`config.mk`:
```
export PLATFORM = sky130hd
export DESIGN_NAME = joystick_motor_mixer_flat
export DESIGN_NICKNAME = d
export VERILOG_FILES = /design/src/jmm_pkg.sv /design/src/jmm_if.sv /design/src/jmm_mul.sv /design/src/jmm_root.sv /design/src/jmm_seq.sv /design/src/joystick_motor_mixer.sv /design/src/flat_wrapper.sv
export SDC_FILE = /design/constraint.sdc
export NUM_CORES = 2
export LEC_CHECK = 0
export BUFFER_PORTS_ARGS = -buffer_cell sky130_fd_sc_hd__buf_4
export CAP_MARGIN = 15
export CORE_UTILIZATION = 45
export DETAILED_ROUTE_END_ITERATION = 16
export RECOVER_POWER = 50
export SLEW_MARGIN = 40
export SYNTH_ARGS = -nofsm -noshare
export SYNTH_HDL_FRONTEND = slang
export SYNTH_SLANG_ARGS = --single-unit
```
`constraint.sdc`:
```
create_clock -name clock -period 12.5 [get_ports clock]
set_input_delay 0.625 -clock clock [delete_from_list [all_inputs] [get_ports clock]]
set_output_delay 0.625 -clock clock [all_outputs]
set_load 0.005 [all_outputs]
```
`src/jmm_pkg.sv`:
```
// ---------------------------------------------------------------------------
// Joystick motor mixer package
// Widths, constants, sequencer types and duty helpers shared by the block.
// ---------------------------------------------------------------------------
`default_nettype none

package jmm_pkg;

   // Axis format: two's complement fraction, full scale means 1.0.
   localparam int AXIS_BITS      = 16;
   localparam int FRAC_BITS      = AXIS_BITS - 1;
   localparam int MAG_BITS       = AXIS_BITS + 1;
   localparam int SQ_BITS        = 2 * AXIS_BITS;
   localparam logic [MAG_BITS-1:0] AXIS_FULL = MAG_BITS'(1) << FRAC_BITS;

   // Duty format.
   localparam int PWM_RANGE      = 5;
   localparam int DUTY_BITS      = 3;
   localparam int DUTY_CALC_BITS = SQ_BITS + 8;
   localparam logic [DUTY_BITS-1:0] DUTY_FULL = DUTY_BITS'(PWM_RANGE);

   // tan(22.5 deg) as an unsigned 0.32 fraction.
   localparam int TAN_BITS = 32;
   localparam logic [TAN_BITS-1:0] TAN_22_5 = 32'd1779033704;

   // Shared multiplier.
   localparam int MUL_A_BITS = MAG_BITS;
   localparam int MUL_B_BITS = TAN_BITS;
   localparam int PROD_BITS  = MUL_A_BITS + MUL_B_BITS;

   // Square root unit: one result bit per step.
   localparam int ROOT_STEPS     = AXIS_BITS;
   localparam int ROOT_IDX_BITS  = $clog2(ROOT_STEPS);

   // Buttons.
   localparam int BTN_BITS   = 9;
   localparam int BTN_LED    = 3;
   localparam int BTN_SPIN_L = 6;
   localparam int BTN_SPIN_R = 7;
   localparam int BTN_QUIT   = 8;

   // Configuration port.
   localparam int DZ_BITS        = 15;
   localparam int CSR_INDEX_BITS = 8;
   localparam int CSR_DATA_BITS  = DZ_BITS;
   localparam logic [CSR_INDEX_BITS-1:0] CSR_STICK_DZ = 8'd0;
   localparam logic [CSR_INDEX_BITS-1:0] CSR_VERT_DZ  = 8'd1;
   localparam logic [DZ_BITS-1:0] DZ_RESET = 15'd1638;

   // Motor channels, in result order.
   localparam int CH_COUNT     = 6;
   localparam int CH_LEFT_FWD  = 0;
   localparam int CH_LEFT_REV  = 1;
   localparam int CH_RIGHT_FWD = 2;
   localparam int CH_RIGHT_REV = 3;
   localparam int CH_DOWN      = 4;
   localparam int CH_UP        = 5;

   typedef enum logic [3:0] {
      ST_IDLE,
      ST_SQ_X,
      ST_SQ_U,
      ST_SUM,
      ST_ROOT,
      ST_SCALE,
      ST_TAN_A,
      ST_TAN_X,
      ST_APPLY
   } state_type;

   typedef enum logic [2:0] {
      MUL_XX,
      MUL_UU,
      MUL_SCALE,
      MUL_TAN_A,
      MUL_TAN_X
   } mul_sel_type;

   typedef struct packed {
      logic                     idle;
      mul_sel_type              mul_sel;
      logic                     sum_en;
      logic                     root_load;
      logic                     root_step;
      logic [ROOT_IDX_BITS-1:0] root_idx;
      logic                     scale_en;
      logic                     steep_en;
      logic                     apply;
   } ctrl_type;

   // Magnitude of a signed axis value, one bit wider so full scale fits.
   function automatic logic [MAG_BITS-1:0] mag_of(logic [AXIS_BITS-1:0] v);
      logic [MAG_BITS-1:0] e;
      e = {v[AXIS_BITS-1], v};
      return v[AXIS_BITS-1] ? (~e + MAG_BITS'(1)) : e;
   endfunction

   // Duty of a magnitude with FRAC_BITS fraction bits, saturated.
   function automatic logic [DUTY_BITS-1:0] duty_q1(logic [MAG_BITS-1:0] mag);
      logic [DUTY_CALC_BITS-1:0] q;
      q = (DUTY_CALC_BITS'(PWM_RANGE) * DUTY_CALC_BITS'(mag)) >> FRAC_BITS;
      if (q > DUTY_CALC_BITS'(PWM_RANGE)) begin
         q = DUTY_CALC_BITS'(PWM_RANGE);
      end
      return q[DUTY_BITS-1:0];
   endfunction

   // Duty of a product of two such fractions, saturated.
   function automatic logic [DUTY_BITS-1:0] duty_q2(logic [SQ_BITS-1:0] mag);
      logic [DUTY_CALC_BITS-1:0] q;
      q = (DUTY_CALC_BITS'(PWM_RANGE) * DUTY_CALC_BITS'(mag)) >> (2 * FRAC_BITS);
      if (q > DUTY_CALC_BITS'(PWM_RANGE)) begin
         q = DUTY_CALC_BITS'(PWM_RANGE);
      end
      return q[DUTY_BITS-1:0];
   endfunction

endpackage

`default_nettype wire

```
`src/jmm_if.sv`:
```
// ---------------------------------------------------------------------------
// Joystick motor mixer channels
// Valid/ready channels for samples, results and register writes.
// ---------------------------------------------------------------------------
`default_nettype none

interface jmm_req_if;
   logic                                    valid;
   logic                                    ready;
   logic signed [jmm_pkg::AXIS_BITS-1:0]    stick_x;
   logic signed [jmm_pkg::AXIS_BITS-1:0]    stick_y;
   logic signed [jmm_pkg::AXIS_BITS-1:0]    vertical_axis;
   logic signed [jmm_pkg::AXIS_BITS-1:0]    spare_axis;
   logic        [jmm_pkg::BTN_BITS-1:0]     buttons;

   modport source (output valid, stick_x, stick_y, vertical_axis, spare_axis, buttons,
                   input ready);
   modport sink (input valid, stick_x, stick_y, vertical_axis, spare_axis, buttons,
                 output ready);
endinterface

interface jmm_rsp_if;
   logic                              valid;
   logic                              ready;
   logic [jmm_pkg::DUTY_BITS-1:0]     left_forward_duty;
   logic [jmm_pkg::DUTY_BITS-1:0]     left_reverse_duty;
   logic [jmm_pkg::DUTY_BITS-1:0]     right_forward_duty;
   logic [jmm_pkg::DUTY_BITS-1:0]     right_reverse_duty;
   logic [jmm_pkg::DUTY_BITS-1:0]     center_down_duty;
   logic [jmm_pkg::DUTY_BITS-1:0]     center_up_duty;
   logic                              lamp_on;
   logic                              quit_request;

   modport source (output valid, left_forward_duty, left_reverse_duty,
                   right_forward_duty, right_reverse_duty, center_down_duty,
                   center_up_duty, lamp_on, quit_request, input ready);
   modport sink (input valid, left_forward_duty, left_reverse_duty,
                 right_forward_duty, right_reverse_duty, center_down_duty,
                 center_up_duty, lamp_on, quit_request, output ready);
endinterface

interface jmm_csr_if;
   logic                                   valid;
   logic                                   ready;
   logic [jmm_pkg::CSR_INDEX_BITS-1:0]     index;
   logic [jmm_pkg::CSR_DATA_BITS-1:0]      data;

   modport source (output valid, index, data, input ready);
   modport sink (input valid, index, data, output ready);
endinterface

`default_nettype wire

```
`src/jmm_mul.sv`:
```
// ---------------------------------------------------------------------------
// Shared multiplier
// Selects one operand pair per cycle and registers the product.
// ---------------------------------------------------------------------------
`default_nettype none

module jmm_mul (
   input  logic                               clock,
   input  jmm_pkg::mul_sel_type               sel,
   input  logic [jmm_pkg::MAG_BITS-1:0]       x_mag,
   input  logic [jmm_pkg::MAG_BITS-1:0]       u_mag,
   input  logic [jmm_pkg::MAG_BITS-1:0]       radius,
   output logic [jmm_pkg::PROD_BITS-1:0]      prod
);

   logic [jmm_pkg::MUL_A_BITS-1:0] a;
   logic [jmm_pkg::MUL_B_BITS-1:0] b;
   logic [jmm_pkg::PROD_BITS-1:0]  prod_ff;

   // The weaker side's weight is 1 - |x| in both upper sectors.
   always_comb begin
      unique case (sel)
         jmm_pkg::MUL_XX: begin
            a = x_mag;
            b = jmm_pkg::MUL_B_BITS'(x_mag);
         end
         jmm_pkg::MUL_UU: begin
            a = u_mag;
            b = jmm_pkg::MUL_B_BITS'(u_mag);
         end
         jmm_pkg::MUL_SCALE: begin
            a = radius;
            b = jmm_pkg::MUL_B_BITS'(jmm_pkg::AXIS_FULL - x_mag);
         end
         jmm_pkg::MUL_TAN_A: begin
            a = u_mag;
            b = jmm_pkg::TAN_22_5;
         end
         jmm_pkg::MUL_TAN_X: begin
            a = x_mag;
            b = jmm_pkg::TAN_22_5;
         end
         default: begin
            a = '0;
            b = '0;
         end
      endcase
   end

   always_ff @(posedge clock) begin
      prod_ff <= jmm_pkg::PROD_BITS'(a) * jmm_pkg::PROD_BITS'(b);
   end

   assign prod = prod_ff;

endmodule

`default_nettype wire

```
`src/jmm_root.sv`:
```
// ---------------------------------------------------------------------------
// Integer square root unit
// Digit-by-digit root, one result bit per step under sequencer control.
// ---------------------------------------------------------------------------
`default_nettype none

module jmm_root (
   input  logic                                 clock,
   input  logic                                 load,
   input  logic                                 step,
   input  logic [jmm_pkg::ROOT_IDX_BITS-1:0]    idx,
   input  logic [jmm_pkg::SQ_BITS-1:0]          radicand,
   output logic [jmm_pkg::MAG_BITS-1:0]         root
);

   logic [jmm_pkg::SQ_BITS-1:0] rem_ff;
   logic [jmm_pkg::SQ_BITS-1:0] rem_in;
   logic [jmm_pkg::SQ_BITS-1:0] res_ff;
   logic [jmm_pkg::SQ_BITS-1:0] res_in;
   logic [jmm_pkg::SQ_BITS-1:0] weight;
   logic [jmm_pkg::SQ_BITS-1:0] trial;

   assign weight = jmm_pkg::SQ_BITS'(1) << {idx, 1'b0};
   assign trial  = res_ff + weight;

   always_comb begin
      rem_in = rem_ff;
      res_in = res_ff;
      if (load) begin
         rem_in = radicand;
         res_in = '0;
      end else if (step) begin
         if (rem_ff >= trial) begin
            rem_in = rem_ff - trial;
            res_in = (res_ff >> 1) + weight;
         end else begin
            res_in = res_ff >> 1;
         end
      end
   end

   always_ff @(posedge clock) begin
      rem_ff <= rem_in;
      res_ff <= res_in;
   end

   assign root = res_ff[jmm_pkg::MAG_BITS-1:0];

endmodule

`default_nettype wire

```
`src/jmm_seq.sv`:
```
// ---------------------------------------------------------------------------
// Mixer sequencer
// Steps one sample through the multiplier and square root unit.
// ---------------------------------------------------------------------------
`default_nettype none

module jmm_seq (
   input  logic               clock,
   input  logic               reset,
   input  logic               start,
   input  logic               out_free,
   output jmm_pkg::ctrl_type  ctrl
);

   jmm_pkg::state_type state_ff;
   jmm_pkg::state_type state_in;
   logic [jmm_pkg::ROOT_IDX_BITS-1:0] cnt_ff;
   logic [jmm_pkg::ROOT_IDX_BITS-1:0] cnt_in;

   always_comb begin
      state_in = state_ff;
      cnt_in   = cnt_ff;
      unique case (state_ff)
         jmm_pkg::ST_IDLE: begin
            if (start) begin
               state_in = jmm_pkg::ST_SQ_X;
            end
         end
         jmm_pkg::ST_SQ_X: state_in = jmm_pkg::ST_SQ_U;
         jmm_pkg::ST_SQ_U: state_in = jmm_pkg::ST_SUM;
         jmm_pkg::ST_SUM: begin
            state_in = jmm_pkg::ST_ROOT;
            cnt_in   = jmm_pkg::ROOT_IDX_BITS'(jmm_pkg::ROOT_STEPS - 1);
         end
         jmm_pkg::ST_ROOT: begin
            if (cnt_ff == '0) begin
               state_in = jmm_pkg::ST_SCALE;
            end else begin
               cnt_in = cnt_ff - jmm_pkg::ROOT_IDX_BITS'(1);
            end
         end
         jmm_pkg::ST_SCALE: state_in = jmm_pkg::ST_TAN_A;
         jmm_pkg::ST_TAN_A: state_in = jmm_pkg::ST_TAN_X;
         jmm_pkg::ST_TAN_X: state_in = jmm_pkg::ST_APPLY;
         jmm_pkg::ST_APPLY: begin
            if (out_free) begin
               state_in = jmm_pkg::ST_IDLE;
            end
         end
         default: state_in = jmm_pkg::ST_IDLE;
      endcase
   end

   always_comb begin
      ctrl           = '0;
      ctrl.mul_sel   = jmm_pkg::MUL_XX;
      ctrl.root_idx  = cnt_ff;
      unique case (state_ff)
         jmm_pkg::ST_IDLE:  ctrl.idle = 1'b1;
         jmm_pkg::ST_SQ_X:  ctrl.mul_sel = jmm_pkg::MUL_XX;
         jmm_pkg::ST_SQ_U: begin
            ctrl.mul_sel = jmm_pkg::MUL_UU;
            ctrl.sum_en  = 1'b1;
         end
         jmm_pkg::ST_SUM:   ctrl.root_load = 1'b1;
         jmm_pkg::ST_ROOT:  ctrl.root_step = 1'b1;
         jmm_pkg::ST_SCALE: ctrl.mul_sel = jmm_pkg::MUL_SCALE;
         jmm_pkg::ST_TAN_A: begin
            ctrl.mul_sel  = jmm_pkg::MUL_TAN_A;
            ctrl.scale_en = 1'b1;
         end
         jmm_pkg::ST_TAN_X: begin
            ctrl.mul_sel  = jmm_pkg::MUL_TAN_X;
            ctrl.steep_en = 1'b1;
         end
         jmm_pkg::ST_APPLY: begin
            // Keep the last product in place while the result stage is full.
            ctrl.mul_sel = jmm_pkg::MUL_TAN_X;
            ctrl.apply   = out_free;
         end
         default: ctrl.idle = 1'b0;
      endcase
   end

   always_ff @(posedge clock) begin
      if (reset) begin
         state_ff <= jmm_pkg::ST_IDLE;
         cnt_ff   <= '0;
      end else begin
         state_ff <= state_in;
         cnt_ff   <= cnt_in;
      end
   end

endmodule

`default_nettype wire

```
`src/joystick_motor_mixer.sv`:
```
// A new sample is taken only when the previous one has left the sequencer; the
// 16-step square root dominates the work on each sample, together with five
// passes through the one shared multiplier.
// A sample can be accepted while the previous result still waits to be taken.
// Synchronous active-high reset: duties zero, LED off, both deadzones 1638,
// no result pending. Register writes are taken in every cycle.
// ---------------------------------------------------------------------------
// Joystick motor mixer
// Maps a joystick sample to PWM duties for the side and centre motors and
// an LED, using an iterative square root and one shared multiplier.
// ---------------------------------------------------------------------------
`default_nettype none

module joystick_motor_mixer (
   input  logic       clock,
   input  logic       reset,
   jmm_req_if.sink    req_chan,
   jmm_rsp_if.source  rsp_chan,
   jmm_csr_if.sink    csr_chan
);

   jmm_pkg::ctrl_type ctrl;

   // Configuration registers.
   logic [jmm_pkg::DZ_BITS-1:0] stick_dz_ff;
   logic [jmm_pkg::DZ_BITS-1:0] vert_dz_ff;

   // Captured sample. Magnitudes are one bit wider so full scale fits.
   logic [jmm_pkg::AXIS_BITS-1:0] x_ff;
   logic [jmm_pkg::AXIS_BITS-1:0] y_ff;
   logic                          v_neg_ff;
   logic [jmm_pkg::MAG_BITS-1:0]  x_mag_ff;
   logic [jmm_pkg::MAG_BITS-1:0]  u_mag_ff;
   logic [jmm_pkg::MAG_BITS-1:0]  v_mag_ff;
   logic [jmm_pkg::BTN_BITS-1:0]  btn_ff;

   // Intermediate results.
   logic [jmm_pkg::SQ_BITS-1:0]   sq_x_ff;
   logic [jmm_pkg::DUTY_BITS-1:0] scale_duty_ff;
   logic                          steep_ff;
   logic [jmm_pkg::PROD_BITS-1:0] prod;
   logic [jmm_pkg::MAG_BITS-1:0]  root;
   logic [jmm_pkg::MAG_BITS-1:0]  radius;

   // Motor and LED state; these registers also carry the result payload.
   logic [jmm_pkg::DUTY_BITS-1:0] duty_ff [jmm_pkg::CH_COUNT];
   logic [jmm_pkg::DUTY_BITS-1:0] duty_in [jmm_pkg::CH_COUNT];
   logic                          lamp_ff;
   logic                          lamp_in;
   logic                          quit_ff;
   logic                          rsp_valid_ff;
   logic                          rsp_valid_in;

   logic req_fire;
   logic out_free;

   assign req_chan.ready = ctrl.idle;
   assign req_fire       = req_chan.valid && ctrl.idle;
   // The result stage can take a new item when empty or emptying this cycle.
   assign out_free       = !rsp_valid_ff || rsp_chan.ready;

   // ------------------------------------------------------------------
   // Register writes. Unknown indexes are ignored.
   // ------------------------------------------------------------------
   assign csr_chan.ready = 1'b1;

   always_ff @(posedge clock) begin
      if (reset) begin
         stick_dz_ff <= jmm_pkg::DZ_RESET;
         vert_dz_ff  <= jmm_pkg::DZ_RESET;
      end else if (csr_chan.valid) begin
         unique case (csr_chan.index)
            jmm_pkg::CSR_STICK_DZ: stick_dz_ff <= csr_chan.data;
            jmm_pkg::CSR_VERT_DZ:  vert_dz_ff  <= csr_chan.data;
            default: begin
            end
         endcase
      end
   end

   // ------------------------------------------------------------------
   // Sample capture. The forward axis is the negated stick_y, so its
   // magnitude is that of stick_y and its sign is read from y_ff.
   // ------------------------------------------------------------------
   always_ff @(posedge clock) begin
      if (req_fire) begin
         x_ff     <= req_chan.stick_x;
         y_ff     <= req_chan.stick_y;
         v_neg_ff <= req_chan.vertical_axis[jmm_pkg::AXIS_BITS-1];
         x_mag_ff <= jmm_pkg::mag_of(req_chan.stick_x);
         u_mag_ff <= jmm_pkg::mag_of(req_chan.stick_y);
         v_mag_ff <= jmm_pkg::mag_of(req_chan.vertical_axis);
         btn_ff   <= req_chan.buttons;
      end
   end

   // ------------------------------------------------------------------
   // Shared arithmetic. The multiplier result is registered, so a state that
   // uses a product takes the one issued by the state before it.
   // ------------------------------------------------------------------
   jmm_seq u_seq (
      .clock    (clock),
      .reset    (reset),
      .start    (req_fire),
      .out_free (out_free),
      .ctrl     (ctrl)
   );

   // The stick radius is limited to full scale before any further use.
   assign radius = (root > jmm_pkg::AXIS_FULL) ? jmm_pkg::AXIS_FULL : root;

   jmm_mul u_mul (
      .clock  (clock),
      .sel    (ctrl.mul_sel),
      .x_mag  (x_mag_ff),
      .u_mag  (u_mag_ff),
      .radius (radius),
      .prod   (prod)
   );

   jmm_root u_root (
      .clock    (clock),
      .load     (ctrl.root_load),
      .step     (ctrl.root_step),
      .idx      (ctrl.root_idx),
      .radicand (sq_x_ff + prod[jmm_pkg::SQ_BITS-1:0]),
      .root     (root)
   );

   always_ff @(posedge clock) begin
      if (ctrl.sum_en) begin
         sq_x_ff <= prod[jmm_pkg::SQ_BITS-1:0];
      end
      // Weaker side duty: radius times (1 - |x|), truncated once.
      if (ctrl.scale_en) begin
         scale_duty_ff <= jmm_pkg::duty_q2(prod[jmm_pkg::SQ_BITS-1:0]);
      end
      // Steep backward: |u| * tan(22.5) >= |x|, i.e. at least 67.5 degrees.
      if (ctrl.steep_en) begin
         steep_ff <= prod >= {x_mag_ff, jmm_pkg::TAN_BITS'(0)};
      end
   end

   // ------------------------------------------------------------------
   // Mixing decision, evaluated in the last sequencer step.
   // ------------------------------------------------------------------
   logic                          quit;
   logic                          mid;
   logic                          x_pos;
   logic                          x_neg;
   logic                          u_pos;
   logic                          u_neg;
   logic                          u_zero;
   logic                          rev;
   logic [jmm_pkg::DUTY_BITS-1:0] dr;
   logic [jmm_pkg::DUTY_BITS-1:0] dv;

   assign quit   = btn_ff[jmm_pkg::BTN_QUIT];
   // At least 22.5 degrees from the horizontal; used only for backward samples.
   assign mid    = {u_mag_ff, jmm_pkg::TAN_BITS'(0)} >= prod;
   assign x_neg  = x_ff[jmm_pkg::AXIS_BITS-1];
   assign x_pos  = !x_neg && (x_ff != '0);
   assign u_zero = (y_ff == '0);
   assign u_pos  = y_ff[jmm_pkg::AXIS_BITS-1];
   assign u_neg  = !u_pos && !u_zero;
   assign rev    = (radius != '0);
   assign dr     = jmm_pkg::duty_q1(radius);
   assign dv     = jmm_pkg::duty_q1(v_mag_ff);

   always_comb begin
      duty_in = duty_ff;
      lamp_in = lamp_ff;
      if (!quit) begin
         // Centre motor follows the vertical axis on every non-quit sample.
         if (v_mag_ff < jmm_pkg::MAG_BITS'(vert_dz_ff)) begin
            duty_in[jmm_pkg::CH_DOWN] = '0;
            duty_in[jmm_pkg::CH_UP]   = '0;
         end else begin
            duty_in[jmm_pkg::CH_DOWN] = v_neg_ff ? '0 : dv;
            duty_in[jmm_pkg::CH_UP]   = v_neg_ff ? dv : '0;
         end

         if (btn_ff[jmm_pkg::BTN_SPIN_L]) begin
            // Spin left wins over spin right.
            duty_in[jmm_pkg::CH_LEFT_FWD]  = '0;
            duty_in[jmm_pkg::CH_LEFT_REV]  = jmm_pkg::DUTY_FULL;
            duty_in[jmm_pkg::CH_RIGHT_FWD] = jmm_pkg::DUTY_FULL;
            duty_in[jmm_pkg::CH_RIGHT_REV] = '0;
         end else if (btn_ff[jmm_pkg::BTN_SPIN_R]) begin
            duty_in[jmm_pkg::CH_LEFT_FWD]  = jmm_pkg::DUTY_FULL;
            duty_in[jmm_pkg::CH_LEFT_REV]  = '0;
            duty_in[jmm_pkg::CH_RIGHT_FWD] = '0;
            duty_in[jmm_pkg::CH_RIGHT_REV] = jmm_pkg::DUTY_FULL;
         end else begin
            if (btn_ff[jmm_pkg::BTN_LED]) begin
               lamp_in = !lamp_ff;
            end
            if (radius < jmm_pkg::MAG_BITS'(stick_dz_ff)) begin
               duty_in[jmm_pkg::CH_LEFT_FWD]  = '0;
               duty_in[jmm_pkg::CH_LEFT_REV]  = '0;
               duty_in[jmm_pkg::CH_RIGHT_FWD] = '0;
               duty_in[jmm_pkg::CH_RIGHT_REV] = '0;
            end else if ((!u_neg && x_pos) || (u_zero && !x_pos && !x_neg)) begin
               // Forward right quadrant: left at full radius, right scaled.
               duty_in[jmm_pkg::CH_LEFT_FWD]  = dr;
               duty_in[jmm_pkg::CH_LEFT_REV]  = '0;
               duty_in[jmm_pkg::CH_RIGHT_FWD] = scale_duty_ff;
               duty_in[jmm_pkg::CH_RIGHT_REV] = '0;
            end else if (u_pos) begin
               // Forward left quadrant: the mirror image.
               duty_in[jmm_pkg::CH_RIGHT_FWD] = dr;
               duty_in[jmm_pkg::CH_RIGHT_REV] = '0;
               duty_in[jmm_pkg::CH_LEFT_FWD]  = scale_duty_ff;
               duty_in[jmm_pkg::CH_LEFT_REV]  = '0;
            end else if (u_neg) begin
               if (steep_ff) begin
                  duty_in[jmm_pkg::CH_LEFT_FWD]  = rev ? '0 : dr;
                  duty_in[jmm_pkg::CH_LEFT_REV]  = rev ? dr : '0;
                  duty_in[jmm_pkg::CH_RIGHT_FWD] = rev ? '0 : dr;
                  duty_in[jmm_pkg::CH_RIGHT_REV] = rev ? dr : '0;
               end else if (mid && x_pos) begin
                  duty_in[jmm_pkg::CH_LEFT_FWD]  = rev ? '0 : dr;
                  duty_in[jmm_pkg::CH_LEFT_REV]  = rev ? dr : '0;
                  duty_in[jmm_pkg::CH_RIGHT_FWD] = '0;
                  duty_in[jmm_pkg::CH_RIGHT_REV] = '0;
               end else if (mid && x_neg) begin
                  duty_in[jmm_pkg::CH_RIGHT_FWD] = rev ? '0 : dr;
                  duty_in[jmm_pkg::CH_RIGHT_REV] = rev ? dr : '0;
                  duty_in[jmm_pkg::CH_LEFT_FWD]  = '0;
                  duty_in[jmm_pkg::CH_LEFT_REV]  = '0;
               end
               // Shallow backward directions leave the side motors as they were.
            end
            // Straight left with no forward component also holds the sides.
         end
      end
   end

   // ------------------------------------------------------------------
   // State and result stage.
   // ------------------------------------------------------------------
   always_comb begin
      rsp_valid_in = rsp_valid_ff;
      if (ctrl.apply) begin
         rsp_valid_in = 1'b1;
      end else if (rsp_chan.ready) begin
         rsp_valid_in = 1'b0;
      end
   end

   always_ff @(posedge clock) begin
      if (reset) begin
         for (int i = 0; i < jmm_pkg::CH_COUNT; i++) begin
            duty_ff[i] <= '0;
         end
         lamp_ff      <= 1'b0;
         quit_ff      <= 1'b0;
         rsp_valid_ff <= 1'b0;
      end else begin
         rsp_valid_ff <= rsp_valid_in;
         if (ctrl.apply) begin
            duty_ff <= duty_in;
            lamp_ff <= lamp_in;
            quit_ff <= quit;
         end
      end
   end

   assign rsp_chan.valid              = rsp_valid_ff;
   assign rsp_chan.left_forward_duty  = duty_ff[jmm_pkg::CH_LEFT_FWD];
   assign rsp_chan.left_reverse_duty  = duty_ff[jmm_pkg::CH_LEFT_REV];
   assign rsp_chan.right_forward_duty = duty_ff[jmm_pkg::CH_RIGHT_FWD];
   assign rsp_chan.right_reverse_duty = duty_ff[jmm_pkg::CH_RIGHT_REV];
   assign rsp_chan.center_down_duty   = duty_ff[jmm_pkg::CH_DOWN];
   assign rsp_chan.center_up_duty     = duty_ff[jmm_pkg::CH_UP];
   assign rsp_chan.lamp_on            = lamp_ff;
   assign rsp_chan.quit_request       = quit_ff;

endmodule

`default_nettype wire

```
`src/flat_wrapper.sv`:
```
// flat-port wrapper written by rule: the top's interface ports become plain ports
module joystick_motor_mixer_flat 
  (clock, reset, req_chan_valid, req_chan_stick_x, req_chan_stick_y, req_chan_vertical_axis, req_chan_spare_axis, req_chan_buttons, req_chan_ready, rsp_chan_valid, rsp_chan_left_forward_duty, rsp_chan_left_reverse_duty, rsp_chan_right_forward_duty, rsp_chan_right_reverse_duty, rsp_chan_center_down_duty, rsp_chan_center_up_duty, rsp_chan_lamp_on, rsp_chan_quit_request, rsp_chan_ready, csr_chan_valid, csr_chan_index, csr_chan_data, csr_chan_ready);
  jmm_req_if req_chan_i ();
  jmm_rsp_if rsp_chan_i ();
  jmm_csr_if csr_chan_i ();
  input  logic clock;
  input  logic reset;
  input wire logic [$bits(req_chan_i.valid)-1:0] req_chan_valid;
  input wire logic [$bits(req_chan_i.stick_x)-1:0] req_chan_stick_x;
  input wire logic [$bits(req_chan_i.stick_y)-1:0] req_chan_stick_y;
  input wire logic [$bits(req_chan_i.vertical_axis)-1:0] req_chan_vertical_axis;
  input wire logic [$bits(req_chan_i.spare_axis)-1:0] req_chan_spare_axis;
  input wire logic [$bits(req_chan_i.buttons)-1:0] req_chan_buttons;
  output wire logic [$bits(req_chan_i.ready)-1:0] req_chan_ready;
  output wire logic [$bits(rsp_chan_i.valid)-1:0] rsp_chan_valid;
  output wire logic [$bits(rsp_chan_i.left_forward_duty)-1:0] rsp_chan_left_forward_duty;
  output wire logic [$bits(rsp_chan_i.left_reverse_duty)-1:0] rsp_chan_left_reverse_duty;
  output wire logic [$bits(rsp_chan_i.right_forward_duty)-1:0] rsp_chan_right_forward_duty;
  output wire logic [$bits(rsp_chan_i.right_reverse_duty)-1:0] rsp_chan_right_reverse_duty;
  output wire logic [$bits(rsp_chan_i.center_down_duty)-1:0] rsp_chan_center_down_duty;
  output wire logic [$bits(rsp_chan_i.center_up_duty)-1:0] rsp_chan_center_up_duty;
  output wire logic [$bits(rsp_chan_i.lamp_on)-1:0] rsp_chan_lamp_on;
  output wire logic [$bits(rsp_chan_i.quit_request)-1:0] rsp_chan_quit_request;
  input wire logic [$bits(rsp_chan_i.ready)-1:0] rsp_chan_ready;
  input wire logic [$bits(csr_chan_i.valid)-1:0] csr_chan_valid;
  input wire logic [$bits(csr_chan_i.index)-1:0] csr_chan_index;
  input wire logic [$bits(csr_chan_i.data)-1:0] csr_chan_data;
  output wire logic [$bits(csr_chan_i.ready)-1:0] csr_chan_ready;
  assign req_chan_i.valid = req_chan_valid;
  assign req_chan_i.stick_x = req_chan_stick_x;
  assign req_chan_i.stick_y = req_chan_stick_y;
  assign req_chan_i.vertical_axis = req_chan_vertical_axis;
  assign req_chan_i.spare_axis = req_chan_spare_axis;
  assign req_chan_i.buttons = req_chan_buttons;
  assign req_chan_ready = req_chan_i.ready;
  assign rsp_chan_valid = rsp_chan_i.valid;
  assign rsp_chan_left_forward_duty = rsp_chan_i.left_forward_duty;
  assign rsp_chan_left_reverse_duty = rsp_chan_i.left_reverse_duty;
  assign rsp_chan_right_forward_duty = rsp_chan_i.right_forward_duty;
  assign rsp_chan_right_reverse_duty = rsp_chan_i.right_reverse_duty;
  assign rsp_chan_center_down_duty = rsp_chan_i.center_down_duty;
  assign rsp_chan_center_up_duty = rsp_chan_i.center_up_duty;
  assign rsp_chan_lamp_on = rsp_chan_i.lamp_on;
  assign rsp_chan_quit_request = rsp_chan_i.quit_request;
  assign rsp_chan_i.ready = rsp_chan_ready;
  assign csr_chan_i.valid = csr_chan_valid;
  assign csr_chan_i.index = csr_chan_index;
  assign csr_chan_i.data = csr_chan_data;
  assign csr_chan_ready = csr_chan_i.ready;
  joystick_motor_mixer u_core (.clock(clock), .reset(reset), .req_chan(req_chan_i), .rsp_chan(rsp_chan_i), .csr_chan(csr_chan_i));
endmodule
```
==> run summary <==
Final nets: 4876
CTS clk-pin slew, worst paths: 60 ps
Slowest stage cell on the critical path: clkbuf_1
Prevailing post-synth register cell: edfxtp_1
Period minus WS final: 10490 ps
Failing checks: max-capacitance violations, max-slew violations
Worst Setup End Kind: flop
Worst EP arrival: 10980 ps
# setup viols final: 0
Pre-antenna DRT Iters: 6
CTS sink cnt: 294
Detailed Route Iter0 Violations: 1831
Post-synth EDFFs: 154
Post-synth top cells: inv_1 (641), fa_1 (420), ha_1 (404)
Placer Congestion: 0.940
CTS tree: yes
Footprint of the multi-input gates: 25200 um2
Antenna violations before repair: 0
Post-Syn Area per Cell: 9.13 um2
Clk_skew: 23.2 ps
Wirelength per Cell: 19.3 um
PortBufs: 101
Post-route setup TNS: 0 ps
Io pins: 124
Die area: 79900 um2
Initial Util: 0.456
Post-synth cell types: 83
HP Class: input port to flop
Share of cells above drive strength 1: 0.0470
Critical setup path kind: flop to flop
Hold_buf cts: 0
Worst path required time: 12980 ps
Post-CTS setup buffer count: 0
Vias in the first global route: 27010
Fill count: 7398
Post-Route WL: 96900 um
Vias: 27135
Reg2reg setup slack: 2010 ps
Clk_lat worst skew: 560 ps
Residual DRC: 0
CP startpoint kind: flop
Yosys warnings: 0
Final worst-path cycle share: 0.839
N_diodes: 0
CTS Buffer Depth: 3
Cts bufs inserted: 37
Post-synthesis register bit count: 294
Final HPWL DP: 79700 um
Synth area leaders: fa_1 (24%), ha_1 (14%), edfxtp_1 (13%), dfxtp_1 (7.9%), inv_1 (6.8%)
Cell mode on critical path: fa_1
Fmax: 0.0953 GHz
Cells after Synth: 3883
Clock Tree Root: clkbuf_16
DIE WIDTH: 283 um
Crit-path max cell delay: 840 ps
Count leader, synth: inv_1
Layout Area Growth over Synthesis: 8.57%
Gr usage total: 0.248
Post-synthesis sequential area ratio: 0.210
Status: finished, violations left
Cell Rows: 102
Fraction of registers with async set/reset: 0
First-pass GRT wire length: 153000 um
Die span in y: 283 um
Core area: 77700 um2
Most area-hungry cell type in the Yosys netlist: fa_1
Worst-Margin Slew: 2120 ps
Max-slew headroom: -0.417
Final-report max-slew violation count: 46
Largest net degree at the start of global routing: 65
Yosys top cell area share: 0.237
Vias/cell: 5.41
Detail Route Antenna Nets: 0
Register area: 7430 um2
Synth Cell Area: 35400 um2
Hold Fails Final Rpt: 0
CTS resizes: 0
CTS H-tree lvls: 2
Crit path max fanout: 45
Max_cap viols: 2
RSZ-0062 raised after global routing: no
Gr ovfl total: 0
worst max-delay path: cells and delay by family, from the launching register on:
kind	cells	cell delay, ps
adder cells (fa/ha/maj)	7	3430
AND/OR/NAND/NOR	8	1890
buffers and inverters	7	1840
flip-flops	1	430
AO/OA/AOI/OAI	9	2750
registers in the layout, indices dropped and copies added (netlist names), 4 cells and up:
register,cells
u_core.x_mag_ff,17
u_core.stick_dz_ff,15
u_core.y_ff,15
u_core.u_root.rem_ff,32
u_core.x_ff,15
u_core.u_mag_ff,17
u_core.btn_ff,4
u_core.vert_dz_ff,15
u_core.u_root.res_ff,32
u_core.u_seq.state_ff,4
u_core.u_mul.prod,49
u_core.v_mag_ff,17
u_core.u_seq.cnt_ff,4
u_core.sq_x_ff,32
cell usage in the layout, fill, tap and decap left out, types with 21 or more instances in the layout:
cell | synthesis | routed
nor2_1 | 334 | 331
clkbuf_16 | 0 | 39
a22oi_1 | 21 | 21
a21o_1 | 98 | 98
o21bai_1 | 22 | 22
nand3_1 | 39 | 39
and2_1 | 51 | 47
and3_1 | 38 | 38
nand2b_1 | 34 | 34
o21ai_0 | 146 | 145
buf_4 | 3 | 68
nand2_1 | 360 | 359
nor2b_1 | 26 | 26
ha_1 | 404 | 404
nor4_1 | 28 | 27
a211oi_1 | 30 | 29
dfxtp_1 | 140 | 140
nor3_1 | 50 | 49
a21oi_1 | 186 | 186
edfxtp_1 | 154 | 154
clkbuf_1 | 97 | 60
a31oi_1 | 38 | 38
xnor2_1 | 132 | 132
o21a_1 | 32 | 32
fa_1 | 420 | 420
mux2i_1 | 27 | 27
inv_1 | 641 | 641
o31ai_1 | 25 | 23
xor2_1 | 67 | 67
worst paths after layout:
kind | end | cells past startpoint | startpoint
min reg2reg | u_core.rsp_chan.right_reverse_duty[0]$_SDFFE_PP0P_ | 2 | u_core.rsp_chan.right_reverse_duty[0]$_SDFFE_PP0P_
max | u_core.u_mul.prod[47]$_DFF_P_ | 31 | u_core.u_seq.state_ff[3]$_SDFFE_PP0P_
max reg2reg | u_core.u_mul.prod[47]$_DFF_P_ | 31 | u_core.u_seq.state_ff[3]$_SDFFE_PP0P_
min | u_core.btn_ff[7]$_DFFE_PP_ | 1 | req_chan_buttons[7]
logic make-up (layout without fill, tap and decap cells):
group | Yosys count | in the layout | synth area share
compound gates | 734 | 734 | 0.137
xor+xnor | 199 | 199 | 0.0492
fa+ha+maj | 824 | 824 | 0.380
buf+inv | 755 | 844 | 0.0812
flops | 294 | 294 | 0.210
mux | 28 | 28 | 0.00795
other cells | 2 | 10 | 0.000212
simple gates | 1047 | 1047 | 0.135
layout make-up:
cell class                      count  area share
Multi-Input combinational cell   2842       0.656
Sequential cell                   294       0.193
Inverter                          642      0.0626
Tap cell                         1040      0.0338
Clock buffer                       49      0.0266
Timing Repair Buffer              134      0.0212
Clock inverter                     19     0.00690
through the flow:
step	area [um2]	hold WS [ps]	worst slack, ps	instances	utilization
after global placement	37300	446	2470	4951	0.480
after CTS	38700	229	2350	5020	0.498
after global routing	38500	259	1680	5020	0.495
after floorplan	35500	435	3950	3891	-
final	38500	283	2010	5020	0.495
after detailed placement	37400	447	2380	4952	0.481
metal layers:
layer / GRT usage / vias up / share of wire
met1: 0.323 / 13235 / 0.43
met2: 0.428 / 672 / 0.49
met3: 0.0329 / 145 / 0.055
met4: 0.0742 / 0 / 0.029
met5: 0 / - / 0
li1: - / 13083 / -
Power is not shown: default switching activity piles up to over one toggle a cycle in this logic, so the estimate is an artifact.
